$ cat src/rtl/core/rlpe_pkg.sv
// ============================================================================
// Run-length pixel encoder package
// Token kinds, queue sizing and the command that passes from the front end
// to the back end.
// ============================================================================
package rlpe_pkg;

    localparam int FIELD_W = 16;
    localparam int Q_DEPTH = 4;
    localparam int Q_AW    = 2;
    localparam int Q_CW    = 3;

    localparam logic [1:0] KIND_LIT = 2'd0;
    localparam logic [1:0] KIND_RUN = 2'd1;
    localparam logic [1:0] KIND_EOR = 2'd2;

    localparam logic [3:0] THR_RESET = 4'd4;
    localparam logic [3:0] THR_MIN   = 4'd2;
    localparam logic [3:0] THR_MAX   = 4'd8;

    typedef struct packed {
        logic               a_vld;
        logic               a_lit;
        logic [FIELD_W-1:0] a_val;
        logic [FIELD_W-1:0] a_cnt;
        logic               b_vld;
        logic               b_lit;
        logic [FIELD_W-1:0] b_val;
        logic [FIELD_W-1:0] b_cnt;
        logic               eor;
        logic               done;
    } t_cmd;

    function automatic logic [3:0] sat_thr(input logic [3:0] thr);
        logic [3:0] res;
        res = thr;
        if (thr < THR_MIN) res = THR_MIN;
        if (thr > THR_MAX) res = THR_MAX;
        return res;
    endfunction

endpackage

$ cat src/rtl/core/rlpe_front.sv
// ============================================================================
// Run-length pixel encoder front end
// Tracks the open run and turns each accepted pixel that closes a run or ends
// a row into a command naming the runs it closes and whether it ends a row.
// ============================================================================
module rlpe_front #(
    parameter int PIXEL_BITS = 16,
    parameter int RUN_BITS   = 16
) (
    input  logic                i_clk,
    input  logic                i_rst_n,
    input  logic                i_cfg_we,
    input  logic [3:0]          i_cfg_wdata,
    input  logic                i_push,
    input  logic [15:0]         i_pixel,
    input  logic                i_row_end,
    input  logic                i_image_end,
    input  logic                i_q_full,
    output logic                o_q_push,
    output rlpe_pkg::t_cmd      o_q_cmd
);

    localparam int CNT_W = (RUN_BITS >= 16) ? 16 : RUN_BITS;

    logic [PIXEL_BITS-1:0] r_val, n_val;
    logic [CNT_W-1:0]      r_cnt, n_cnt;
    logic [3:0]            r_thr;

    logic [PIXEL_BITS-1:0] pix;
    logic [CNT_W-1:0]      cnt1;
    logic [CNT_W-1:0]      thr;
    logic                  close_a;
    logic                  b_vld;
    logic                  row;
    logic                  accept;

    always_comb begin
        pix     = i_pixel[PIXEL_BITS-1:0];
        thr     = CNT_W'(rlpe_pkg::sat_thr(r_thr));
        row     = i_row_end | i_image_end;
        accept  = i_push & ~i_q_full;
        close_a = (r_cnt != '0) && (pix != r_val);
        cnt1    = (close_a || r_cnt == '0) ? CNT_W'(1) : r_cnt + CNT_W'(1);
        b_vld   = (cnt1 == '1) || row;
        n_val   = pix;
        n_cnt   = b_vld ? '0 : cnt1;

        o_q_cmd.a_vld = close_a;
        o_q_cmd.a_lit = r_cnt < thr;
        o_q_cmd.a_val = rlpe_pkg::FIELD_W'(r_val);
        o_q_cmd.a_cnt = rlpe_pkg::FIELD_W'(r_cnt);
        o_q_cmd.b_vld = b_vld;
        o_q_cmd.b_lit = cnt1 < thr;
        o_q_cmd.b_val = rlpe_pkg::FIELD_W'(pix);
        o_q_cmd.b_cnt = rlpe_pkg::FIELD_W'(cnt1);
        o_q_cmd.eor   = row;
        o_q_cmd.done  = i_image_end;
        o_q_push      = accept & (close_a | b_vld);
    end

    always_ff @(posedge i_clk) begin
        if (!i_rst_n) begin
            r_val <= '0;
            r_cnt <= '0;
            r_thr <= rlpe_pkg::THR_RESET;
        end else begin
            if (i_cfg_we) begin
                r_thr <= i_cfg_wdata;
            end
            if (accept) begin
                r_val <= n_val;
                r_cnt <= n_cnt;
            end
        end
    end

endmodule

$ cat src/rtl/core/rlpe_queue.sv
// ============================================================================
// Run-length pixel encoder command queue
// Short first-word-fall-through queue between the front and back ends.
// ============================================================================
module rlpe_queue (
    input  logic           i_clk,
    input  logic           i_rst_n,
    input  logic           i_push,
    input  rlpe_pkg::t_cmd i_cmd,
    input  logic           i_pop,
    output logic           o_full,
    output logic           o_empty,
    output rlpe_pkg::t_cmd o_head
);

    rlpe_pkg::t_cmd                  r_mem [rlpe_pkg::Q_DEPTH];
    logic [rlpe_pkg::Q_AW-1:0]       r_wr;
    logic [rlpe_pkg::Q_AW-1:0]       r_rd;
    logic [rlpe_pkg::Q_CW-1:0]       r_cnt;
    logic                            do_push;
    logic                            do_pop;

    always_comb begin
        o_full  = r_cnt == rlpe_pkg::Q_CW'(rlpe_pkg::Q_DEPTH);
        o_empty = r_cnt == '0;
        o_head  = r_mem[r_rd];
        do_push = i_push & ~o_full;
        do_pop  = i_pop & ~o_empty;
    end

    always_ff @(posedge i_clk) begin
        if (do_push) begin
            r_mem[r_wr] <= i_cmd;
        end
    end

    always_ff @(posedge i_clk) begin
        if (!i_rst_n) begin
            r_wr  <= '0;
            r_rd  <= '0;
            r_cnt <= '0;
        end else begin
            if (do_push) r_wr <= r_wr + 1'b1;
            if (do_pop)  r_rd <= r_rd + 1'b1;
            if (do_push && !do_pop) begin
                r_cnt <= r_cnt + 1'b1;
            end else if (do_pop && !do_push) begin
                r_cnt <= r_cnt - 1'b1;
            end
        end
    end

endmodule

$ cat src/rtl/core/rlpe_back.sv
// ============================================================================
// Run-length pixel encoder back end
// Expands each command into literal, run and end-of-row tokens in an output
// register, one a cycle while that register is free or being popped.
// ============================================================================
module rlpe_back (
    input  logic           i_clk,
    input  logic           i_rst_n,
    input  rlpe_pkg::t_cmd i_head,
    input  logic           i_q_empty,
    output logic           o_q_pop,
    input  logic           i_pop,
    output logic           o_empty,
    output logic [1:0]     o_kind,
    output logic [15:0]    o_value,
    output logic [15:0]    o_run_length,
    output logic           o_image_done,
    output logic           o_last
);

    typedef enum logic [1:0] {
        PH_A,
        PH_B,
        PH_E
    } t_phase;

    t_phase        r_phase, n_phase, eff;
    logic [2:0]    r_lcnt, n_lcnt;
    logic          r_out_vld, n_out_vld;
    logic [1:0]    r_kind, n_kind;
    logic [15:0]   r_value, n_value;
    logic [15:0]   r_len, n_len;
    logic          r_done, n_done;
    logic          r_last, n_last;

    logic          lit;
    logic [15:0]   val;
    logic [15:0]   cnt;
    logic          ph_done;
    logic          adv;

    always_comb begin
        if (r_phase == PH_A && i_head.a_vld) begin
            eff = PH_A;
        end else if (r_phase != PH_E && i_head.b_vld) begin
            eff = PH_B;
        end else begin
            eff = PH_E;
        end

        lit = (eff == PH_A) ? i_head.a_lit : i_head.b_lit;
        val = (eff == PH_A) ? i_head.a_val : i_head.b_val;
        cnt = (eff == PH_A) ? i_head.a_cnt : i_head.b_cnt;

        case (eff)
            PH_A, PH_B: begin
                ph_done = !lit || ((r_lcnt + 3'd1) == cnt[2:0]);
                n_kind  = lit ? rlpe_pkg::KIND_LIT : rlpe_pkg::KIND_RUN;
                n_value = val;
                n_len   = lit ? 16'd1 : cnt;
                n_done  = 1'b0;
            end
            default: begin
                ph_done = 1'b1;
                n_kind  = rlpe_pkg::KIND_EOR;
                n_value = '0;
                n_len   = '0;
                n_done  = i_head.done;
            end
        endcase

        case (eff)
            PH_A:    n_last = ph_done && !i_head.b_vld && !i_head.eor;
            PH_B:    n_last = ph_done && !i_head.eor;
            default: n_last = 1'b1;
        endcase

        adv     = !i_q_empty && (!r_out_vld || i_pop);
        o_q_pop = adv && n_last;

        n_out_vld = r_out_vld;
        n_phase   = r_phase;
        n_lcnt    = r_lcnt;
        if (adv) begin
            n_out_vld = 1'b1;
            if (n_last) begin
                n_phase = PH_A;
                n_lcnt  = '0;
            end else if (ph_done) begin
                n_phase = (eff == PH_A) ? PH_B : PH_E;
                n_lcnt  = '0;
            end else begin
                n_lcnt = r_lcnt + 3'd1;
            end
        end else if (i_pop) begin
            n_out_vld = 1'b0;
        end
    end

    always_ff @(posedge i_clk) begin
        if (!i_rst_n) begin
            r_phase   <= PH_A;
            r_lcnt    <= '0;
            r_out_vld <= 1'b0;
        end else begin
            r_phase   <= n_phase;
            r_lcnt    <= n_lcnt;
            r_out_vld <= n_out_vld;
        end
        if (adv) begin
            r_kind  <= n_kind;
            r_value <= n_value;
            r_len   <= n_len;
            r_done  <= n_done;
            r_last  <= n_last;
        end
    end

    assign o_empty      = !r_out_vld;
    assign o_kind       = r_kind;
    assign o_value      = r_value;
    assign o_run_length = r_len;
    assign o_image_done = r_done;
    assign o_last       = r_last;

endmodule

$ cat src/rtl/core/run_length_pixel_encoder_unit.sv
// ============================================================================
// Run-length pixel encoder
// Encodes a row-ordered gray pixel stream into literal, run and end-of-row
// tokens.
// ============================================================================
// One pixel is taken per cycle while full is low, and one token leaves per
// cycle while pop is held and empty is low. A pixel yields up to nine tokens
// (up to eight literals and an end-of-row token); the single-token-a-cycle
// expansion in the back end sets the output rate, and a four-entry command
// queue absorbs bursts before full rises. A token passes through the command
// queue and the back-end output register on its way to the outputs.
module run_length_pixel_encoder_unit #(
    parameter int PIXEL_BITS = 16,
    parameter int RUN_BITS   = 16
) (
    input  logic        i_clk,
    input  logic        i_rst_n,
    input  logic        i_cfg_we,
    input  logic [3:0]  i_cfg_wdata,
    input  logic        push,
    output logic        full,
    input  logic [15:0] i_pixel,
    input  logic        i_row_end,
    input  logic        i_image_end,
    output logic        empty,
    input  logic        pop,
    output logic [1:0]  o_kind,
    output logic [15:0] o_value,
    output logic [15:0] o_run_length,
    output logic        o_image_done,
    output logic        o_last
);

    logic           q_push;
    logic           q_pop;
    logic           q_full;
    logic           q_empty;
    rlpe_pkg::t_cmd q_cmd;
    rlpe_pkg::t_cmd q_head;

    assign full = q_full;

    rlpe_front #(
        .PIXEL_BITS (PIXEL_BITS),
        .RUN_BITS   (RUN_BITS)
    ) u_front (
        .i_clk       (i_clk),
        .i_rst_n     (i_rst_n),
        .i_cfg_we    (i_cfg_we),
        .i_cfg_wdata (i_cfg_wdata),
        .i_push      (push),
        .i_pixel     (i_pixel),
        .i_row_end   (i_row_end),
        .i_image_end (i_image_end),
        .i_q_full    (q_full),
        .o_q_push    (q_push),
        .o_q_cmd     (q_cmd)
    );

    rlpe_queue u_queue (
        .i_clk   (i_clk),
        .i_rst_n (i_rst_n),
        .i_push  (q_push),
        .i_cmd   (q_cmd),
        .i_pop   (q_pop),
        .o_full  (q_full),
        .o_empty (q_empty),
        .o_head  (q_head)
    );

    rlpe_back u_back (
        .i_clk        (i_clk),
        .i_rst_n      (i_rst_n),
        .i_head       (q_head),
        .i_q_empty    (q_empty),
        .o_q_pop      (q_pop),
        .i_pop        (pop),
        .o_empty      (empty),
        .o_kind       (o_kind),
        .o_value      (o_value),
        .o_run_length (o_run_length),
        .o_image_done (o_image_done),
        .o_last       (o_last)
    );

endmodule

$ cat config.mk
export PLATFORM = sky130hd
export DESIGN_NAME = run_length_pixel_encoder_unit
export DESIGN_NICKNAME = d
export VERILOG_FILES = /design/src/rtl/core/rlpe_pkg.sv /design/src/rtl/core/rlpe_front.sv /design/src/rtl/core/rlpe_queue.sv /design/src/rtl/core/rlpe_back.sv /design/src/rtl/core/run_length_pixel_encoder_unit.sv
export SDC_FILE = /design/constraint.sdc
export NUM_CORES = 1
export LEC_CHECK = 0
export BUFFER_PORTS_ARGS = -buffer_cell sky130_fd_sc_hd__buf_2
export CORE_MARGIN = 3
export CORE_UTILIZATION = 66
export DETAILED_ROUTE_END_ITERATION = 10
export MAX_ROUTING_LAYER = met4
export PLACE_DENSITY_LB_ADDON = 0.05
export SYNTH_ARGS = -nofsm -noshare
export SYNTH_HDL_FRONTEND = slang
export SYNTH_SLANG_ARGS = --single-unit
$ cat constraint.sdc
create_clock -name i_clk -period 9.8 [get_ports i_clk]
set_input_delay 0.49 -clock i_clk [delete_from_list [all_inputs] [get_ports i_clk]]
set_output_delay 0.49 -clock i_clk [all_outputs]
set_load 0.05 [all_outputs]
==> results.md <==
* Clock tree root driver cell: clkbuf_16
* Fmax at 218.1 MHz
* Post-Synthesis Cells at 921
* Post-CTS Setup Inserts at 0
* # setup viols final at 0
* Post-synth EDFFs at 316
* RSZ-0062 raised after global routing: false
* Final WS setup at 5.215 ns
* Antenna violations before repair at 0
* DP HPWL at 16900 um
* Layout area overhead at 12.08%
* Full die area at 24330 um2
* Worst IR Drop VDD at 0.1887 mV
* Startpoint types: register
* DR iter-0 viols at 669
* GPL Wtd Cong at 0.8618
* Max Slew Vio Count at 0
* Largest net degree at the start of global routing at 71
* Buf/Inv on CP at 3
* Max Root-Sink Buffers at 3
* Critical path class: reg2reg
* Die height at 156.0 um
* Post-CTS sizing at 0
* DR pass1 iterations at 5
* Register bit total from synthesis at 367
* Met2 Usage GRT at 0.4260
* Clock transition at the registers of the reported paths at 0.06 ns
* Syn Area/Cell at 16.12 um2
* Vias in the first global route at 8516
* Most frequent cells after synthesis: edfxtp_1, nand2_1, mux4_2, dfxtp_1, a21oi_1
* Worst slew margin at 0.2695
* Synth async-reset ratio at 0
* Max_cap viols at 0
* Via count at 8157
* Critical Path AT at 5.02 ns
* Rows at 54
* Mapped Nets at 963
* Clock power frac at 0.300
* Met3 Usage GRT at 0.03856
* Sequential Power Share at 0.433
* H-tree depth at 2
* Wire length per cell at 22.68 um
* Leak at 5.728 nW
* Cell family with most CP delay: buffers and inverters
* Status: complete, no violations
* P_sw at 0.001504 W
* Non-Filler Instances at 1297
* Worst-path maximum fanout at 70
* Final Skew at 0.01346 ns
* Synth unique cells at 65
* Largest cells by area after synthesis: edfxtp_1, mux4_2, dfxtp_1, nand2_1, xor2_1
* Slowest CP cell: buf_4
* Starting Density at 0.6762
* Multi-input logic area at 3975 um2
* Clk_lat worst skew at 0.52 ns
* CP most frequent cell: inv_1
* Hold buffers post-CTS at 0
* Final TNS setup at 0 ns
* Hold crit path type: in2reg
* Placed Cells at 1229
* M1 GR Usage at 0.3432
* Clk sinks at 367
* Global route total overflow at 0
* Avg Vias per Cell at 6.289
* Layout cells sized above 1 at 0.2163
* Synth warn at 0
* Switching power share of the total at 0.3169
* Register area at 10520 um2
* Period utilization at 0.4678
* Fillcell total at 1273
* Combinational share of power at 0.267
* Hold Fails Final Rpt at 0
* Data required, critical path at 10.24 ns
* Share of the synthesized area in the top cell type at 0.6390
* ANT nets after route at 0
* CP Cell Sequence: buf_4 -> mux4_2 -> nand2_2 -> mux2i_4 -> xnor2_2 -> a311oi_4 -> nor3_4 -> inv_1 -> ha_1 -> inv_1 -> fa_1 -> xor2_1 -> or3_1 -> a21oi_1
* Fin nets at 1030
* Most Used Layer, Global Route: met2
* First-pass GRT wire length at 46800 um
* GRT Total Usage at 0.2588
* Internal Pwr Total at 0.003242 W
* DRC viols at 0
* CORE AREA at 21960 um2
* Top FF cell, synth: edfxtp_1
* Area leader, netlist: edfxtp_1
* Critical Path Max Stage Delay at 0.77 ns
* Inserted Clock Buffers at 37
* Synth Cell Area at 14850 um2
* Measured slew at the worst slew-check pin at 1.096 ns
* Crit end category: register
* Setup Slack @ Placement at 5.305 ns
* ANT cells at 0
* TritonCTS clock tree: done
* Port Buf Inserts at 64
* Power per cell area at 285.2 nW/um2
* Most frequent cell after synthesis: edfxtp_1
* Ports at 65
* Seq/Total Area, Yosys at 0.7078
* Final min period at 4.585 ns
* Routed WL at 29420 um
* DIE WIDTH at 156.0 um
-- worst reg2reg max path, delay by kind of cell, from the launching register on --
family                   cells  cell delay, ns
flip-flops                   1            0.31
AND/OR/NAND/NOR              3            0.82
XOR/XNOR                     2            0.32
adder cells (fa/ha/maj)      2            0.58
AO/OA/AOI/OAI                2            0.64
multiplexers                 2            0.93
buffers and inverters        3            0.92
-- routing by layer --
layer / vias up / share of wire
met3: 52 / 0.056
met2: 280 / 0.52
met1: 4172 / 0.41
li1: 3653 / -
met4: 0 / 0.021
met5: - / 0
-- layout make-up --
type,instances,share of cell area
Sequential cell,367,0.6318
Multi-Input combinational cell,468,0.2388
Clock buffer,54,0.06503
Timing Repair Buffer,76,0.02466
Tap cell,280,0.02105
Clock inverter,14,0.01007
Inverter,38,0.008570
-- placed cells by master (no fill, tap or decap), drive strengths merged, types with 3 or more instances in the layout --
cell type / n
a21oi: 46
a22o: 3
a31oi: 3
and2: 9
and4: 5
buf: 76
bufinv: 4
clkbuf: 54
clkinv: 10
dfxtp: 51
edfxtp: 316
ha: 14
inv: 38
mux2i: 13
mux4: 70
nand2: 117
nand2b: 5
nand3: 14
nand4: 8
nor2: 36
nor2b: 5
nor3: 8
nor4: 11
o211ai: 6
o21ai: 28
o31a: 3
xnor2: 5
xor2: 27
-- path summary, 6_finish.rpt --
path / slack [ns] / startpoint / to / cells after the start
min: 0.20 / i_cfg_wdata[2] / u_front.r_thr[2]$_SDFFE_PN1P_ / 3
max: 5.22 / register / u_queue.r_cnt[2]$_SDFFE_PN0P_ / 14
max reg2reg: 5.22 / register / u_queue.r_cnt[2]$_SDFFE_PN0P_ / 14
min reg2reg: 0.47 / u_queue.r_rd[1]$_SDFFE_PN0P_ / register / 2
-- power by group through the flow --
stage          clock network, W  registers [W]  logic (W)
2_1_floorplan                 0        0.00232   0.000719
3_3_place_gp                  0        0.00207    0.00125
3_5_place_dp                  0        0.00209    0.00127
4_1_cts                 0.00144        0.00206    0.00128
5_1_grt                 0.00151        0.00208    0.00136
6_report                0.00142        0.00206    0.00127
-- state kept, by name, indices dropped and copies added, names as in the netlist, named ones only --
| register | flops |
|---|---|
| u_back.o_run_length | 16 |
| u_queue.r_wr | 2 |
| u_back.o_image_done | 1 |
| u_back.r_lcnt | 3 |
| u_front.r_cnt | 16 |
| u_back.o_kind | 2 |
| u_front.r_thr | 4 |
| u_back.o_last | 1 |
| u_back.o_value | 16 |
| u_back.r_phase | 2 |
| u_back.r_out_vld | 1 |
| u_queue.r_cnt | 3 |
| u_queue.r_rd | 2 |
| u_queue.r_mem | 280 |
| u_front.r_val | 16 |
-- metrics by stage --
stage | util | hold WS, ns | total power, W | cell area (um2)
2_1_floorplan | - | 0.4356 | 0.003041 | 14850
3_3_place_gp | 0.7010 | 0.4433 | 0.003322 | 15390
3_5_place_dp | 0.7010 | 0.4687 | 0.003362 | 15390
4_1_cts | 0.7579 | 0.1903 | 0.004785 | 16640
5_1_grt | 0.7579 | 0.2040 | 0.004944 | 16640
6_report | 0.7579 | 0.2035 | 0.004746 | 16640
-- cells by family (layout without fill, tap and decap cells) --
group / count (synthesis) / in the layout / share of synthesized area
muxes: 83 / 83 / 0.1158
and+or+nand+nor: 232 / 232 / 0.07457
xor gates and xnor gates: 32 / 32 / 0.01938
adders and majority gates: 15 / 15 / 0.01314
DFF: 367 / 367 / 0.7078
buffers and inverters: 86 / 182 / 0.02502
AOI/OAI and AO/OA: 106 / 106 / 0.04432
Note: power is estimated with default switching activity, not from simulation.
